--- config.mk ---
export PLATFORM = sky130hd
export DESIGN_NAME = fpt_queue
export DESIGN_NICKNAME = d
export VERILOG_FILES = /design/src/rtl/core/fpt_pkg.sv /design/src/rtl/core/fpt_queue.sv
export SDC_FILE = /design/constraint.sdc
export NUM_CORES = 1
export LEC_CHECK = 0
export BUFFER_PORTS_ARGS = -buffer_cell sky130_fd_sc_hd__buf_2
export CAP_MARGIN = 0
export CORE_ASPECT_RATIO = 1.5
export CORE_MARGIN = 3
export CORE_UTILIZATION = 54
export DETAILED_ROUTE_END_ITERATION = 16
export HOLD_SLACK_MARGIN = 0.03
export PLACE_DENSITY = 0.76
export SYNTH_ARGS = -nofsm -noshare
export SYNTH_HDL_FRONTEND = slang
export SYNTH_SLANG_ARGS = --single-unit
--- constraint.sdc ---
create_clock -name clk -period 6.1 [get_ports clk]
set_clock_uncertainty 0.2 [all_clocks]
set_input_delay 0.305 -clock clk [delete_from_list [all_inputs] [get_ports clk]]
set_output_delay 0.305 -clock clk [all_outputs]
set_load 0.02 [all_outputs]
--- src/rtl/core/fpt_pkg.sv ---
// Shared types, constants and arithmetic helpers for the flame point transform.
package fpt_pkg;

    // Depth of the queue between the front and back pipelines.
    localparam int QUEUE_DEPTH = 4;
    localparam int QUEUE_PTR_W = $clog2(QUEUE_DEPTH);

    // Width of the configuration register index.
    localparam int CFG_INDEX_W = 3;

    // Configuration register indexes.
    typedef enum logic [CFG_INDEX_W-1:0] {
        REG_MODE        = 3'd0,
        REG_PRE_X_AXIS  = 3'd1,
        REG_PRE_Y_AXIS  = 3'd2,
        REG_PRE_OFFSET  = 3'd3,
        REG_POST_X_AXIS = 3'd4,
        REG_POST_Y_AXIS = 3'd5,
        REG_POST_OFFSET = 3'd6
    } cfg_index_t;

    // A saturated 32-bit coordinate and its clamp flag.
    typedef struct packed {
        logic               clamp;
        logic signed [31:0] value;
    } sat_t;

    // One classified point handed from the front to the back.
    typedef struct packed {
        logic signed [31:0] qx;
        logic signed [31:0] qy;
        logic [63:0]        r2;
        logic               mode;
        logic               flag;
        logic               degen;
    } entry_t;

    // Clamp a wide signed value to the 32-bit signed range.
    function automatic sat_t sat32(logic signed [65:0] v);
        sat_t r;
        r.clamp = 1'b0;
        r.value = v[31:0];
        if (v > 66'sd2147483647)
        begin
            r.clamp = 1'b1;
            r.value = 32'sh7FFFFFFF;
        end
        else if (v < -66'sd2147483648)
        begin
            r.clamp = 1'b1;
            r.value = 32'sh80000000;
        end
        return r;
    endfunction

    // One affine row: floor((p0 + p1) / 2^frac) + off, saturated.
    function automatic sat_t affine_row(logic signed [63:0] p0, logic signed [63:0] p1,
                                        logic signed [31:0] off, int unsigned frac);
        logic signed [65:0] sum;
        logic signed [65:0] sh;
        sum = 66'(p0) + 66'(p1);
        sh  = sum >>> frac;
        return sat32(sh + 66'(off));
    endfunction

endpackage

--- src/rtl/core/fpt_queue.sv ---
// Small register queue between the front and back pipelines.
module fpt_queue (
    input  logic            clk,
    input  logic            rst_n,
    input  logic            push,
    input  fpt_pkg::entry_t push_data,
    input  logic            pop,
    output fpt_pkg::entry_t head,
    output logic            full,
    output logic            empty
);
    import fpt_pkg::*;

    entry_t                 slot_reg [QUEUE_DEPTH];
    logic [QUEUE_PTR_W-1:0] wr_ptr_reg, rd_ptr_reg;
    logic [QUEUE_PTR_W:0]   count_reg;

    assign full  = (count_reg == (QUEUE_PTR_W+1)'(QUEUE_DEPTH));
    assign empty = (count_reg == '0);
    assign head  = slot_reg[rd_ptr_reg];

    // Pointers and fill count.
    always_ff @(posedge clk or negedge rst_n)
    begin
        if (!rst_n)
        begin
            wr_ptr_reg <= '0;
            rd_ptr_reg <= '0;
            count_reg  <= '0;
        end
        else
        begin
            if (push)
            begin
                wr_ptr_reg <= wr_ptr_reg + 1'b1;
            end
            if (pop)
            begin
                rd_ptr_reg <= rd_ptr_reg + 1'b1;
            end
            if (push && !pop)
            begin
                count_reg <= count_reg + 1'b1;
            end
            else if (pop && !push)
            begin
                count_reg <= count_reg - 1'b1;
            end
        end
    end

    // Entry storage.
    always_ff @(posedge clk)
    begin
        if (push)
        begin
            slot_reg[wr_ptr_reg] <= push_data;
        end
    end

endmodule

==> impl_metrics.toml <==
[run_status]
outcome = "finished, final reports clean"

[synth]
yosys.area_share.simple_pct = 0.253
ys_warn_count = 0
synthXorXnorAreaFrac_pct = 0.273
syn_nets = 860
synth_most_common_cell = "edfxtp_1"
synth_ff_type = "edfxtp_1"
ys_ff_latch = 531
synth_commonest_cells = "524 x edfxtp_1, 131 x mux4_2, 16 x buf_2, 9 x buf_6, 7 x dfrtp_1"
post-synth-top-area-cell = "edfxtp_1"
synth_top_area_share_pct = 81.6
synth_top_family_by_area = "multiplexers"
muxShareOfSynthArea_pct = 15.4
synth_edf_count = 524
avgSynthCellArea_um2 = 26.8
yosysSeqAreaShare_pct = 82.5
synth_compound_area_share_pct = 0.0260
yosys-top-cells-area = "edfxtp_1 82%, mux4_2 15%, dfrtp_1 0.91%"
async_flop_share_pct = 1.32
syn-instance-count = 719
synth_fa_ha_area_share_pct = 0.428
netlist_area_um2 = 19300
synthDistinctLibCells = 19

[worst_hold_path]
min_from = "push_data[86]"
min_to = "slot_reg[3][86]$_DFFE_PP_"
min-delay-path-class = "in -> reg"
hold_depth = 2

[floorplan]
dieArea_um2 = 38100
die_w_um = 160
core_um2 = 35100
die_y_um = 237
rows = 84
initial_utilization_pct = 54.9
io_pins = 268

[place]
dp.final_hpwl_mm = 20.5
numPortBuffers = 267
placed_area_um2 = 21100
routabilityCongestion = 0.750

[final_layout]
final_nets = 1291
largest_register_ff_count = 524
design_area_um2 = 24000
synthToLayoutAreaGrowth_pct = 24.4
drive_above_1_share_pct = 40.4

[sta]
max-slew-margin-rel_pct = 35.6
rsz0062_at_grt = "no"
setup_viol = 0
min_period_ps = 3520
finalHoldViolCount = 0
fmax_mhz = 284
hold_slack_ps = 308
setup-tns-final_ps = 0
finalCritPeriodShare_pct = 57.8
slew_viol_final = 0
worstMarginPinSlew_ps = 966

[clocking]
cts_setup_buffers = 0
path_clk_slew_ps = 70
root_buffer = "clkbuf_16"
cts_buffers = 47
hold_buffers = 135
tritoncts = "done"
clk_path_buf_depth = 3
htree_levels = 2
ctsResizeCount = 0
clock_latency_ps = 550
clock-sinks = 531

[global_routing]
grt_max_degree = 132
grt.overflow.total = 0
antenna_found_initial = 4
grt_usage_pct = 19.9
grt_pass1_wl_mm = 57.4
grt_pass1_vias = 9979

[worst_setup_path]
r2r_cells = 3
reg2reg_from = "wr_ptr_reg[0]$_DFFE_PN0P_"
critPathArrivalTime_ps = 3020
end_kind = "output pin"
rrSetupSlack_ps = 3370
path_max_fanout = 63
cp.required_ps = 5590
crit_type = "reg -> out"
start_kind = "flip-flop"
regToRegEndpoint = "slot_reg[3][9]$_DFFE_PP_"

[drt]
wirelength_mm = 37.2
vias_per_cell = 5.49
first_pass_iters = 5
vias = 9136
drtIter0Drc = 572
drtAntennaViolNets = 0
drc_errors = 0
wl_per_cell_um = 22.3

[power]
p_leak_uw = 0.00825
power_density_nw_per_um2 = 476
ir_worst_vdd_v = 0.000353

[run]
cap_viol_max_count = 0
-- layout by cell type, fill, tap and decap left out --
cell           Yosys  final
inv_6              0      1
xnor2_1            2      2
nand2_1            2      2
bufinv_16          0      4
clkbuf_1           4      9
nor3_1             1      1
dfrtp_4            0      2
mux2_2             1      1
ha_1               5      5
clkinv_2           0      9
inv_1              4      4
diode_2            0      4
xor2_1             4      4
clkbuf_16          0     49
dfrtp_1            7      5
clkinv_1           0     12
o21ai_0            1      1
buf_2             16    267
clkinvlp_4         0      1
nor2_1             1      1
and2_4             0      4
buf_12             0      3
dlygate4sd3_1      0    135
fa_1               1      1
nor3b_1            1      1
edfxtp_1         524    524
mux4_2           131    131
buf_4              1      7
-- metrics by stage --
stage | instances | setup slack (ps) | power [uW] | utilization (%)
finish | 1663 | 2580 | 11400 | 68.3
global route | 1662 | 2450 | 11900 | 68.3
CTS | 1659 | 2490 | 11600 | 68.3
detailed placement | 1439 | 3130 | 8640 | 60.2
global placement | 1439 | 3120 | 8590 | 60.2
floorplan | 719 | 1770 | 7570 | -
-- critical path, stage by stage, from the launching register on --
cell	delay [ps]
dfrtp_4	1010
buf_4	680
mux4_2	410
buf_2	190
-- cell families (layout without fill, tap and decap cells) --
logic type,Yosys count,in the layout
flops,531,531
buf+inv,34,501
fa+ha+maj,6,6
xor+xnor,6,6
simple gates,9,9
compound gates,1,1
mux,132,132
other cells,0,4
-- worst max-delay path by stage --
stage | start | endpoint | slack, ps | cells past startpoint
3_3_place_gp | rd_ptr_reg[1]$_DFFE_PN0P_ | head[128] | 3120 | 3
6_report | rd_ptr_reg[1]$_DFFE_PN0P_ | head[123] | 2580 | 3
3_5_place_dp | rd_ptr_reg[1]$_DFFE_PN0P_ | head[128] | 3130 | 3
5_1_grt | rd_ptr_reg[1]$_DFFE_PN0P_ | head[128] | 2450 | 3
2_1_floorplan | wr_ptr_reg[0]$_DFFE_PN0P_ | slot_reg[2][0]$_DFFE_PP_ | 1770 | 3
4_1_cts | rd_ptr_reg[1]$_DFFE_PN0P_ | head[128] | 2490 | 3
-- metal layers --
metal	share of wire [%]	global-route usage, %	routed length [um]
met2	53	34.6	19700
met3	5.6	3.80	2090
met5	0.022	0	8
met1	38	24.9	14000
met4	3.7	7.97	1390
-- area by class of cell --
type	instances	area (um^2)
multi-input combinational	154	3160
sequential	531	15900
fill	2221	11100
inverter	4	15.0
tap	473	592
antenna	4	10.0
clock inverter	27	226
clock buffer	58	1260
timing repair buffer	412	2800
-- power breakdown --
group / switching (uW) / total, uW / internal, uW
clock network: 1210 / 2850 / 1630
registers: 244 / 5020 / 4780
logic: 2090 / 3540 / 1450
total: 3550 / 11400 / 7860
Note: power is estimated with default switching activity, not from simulation.
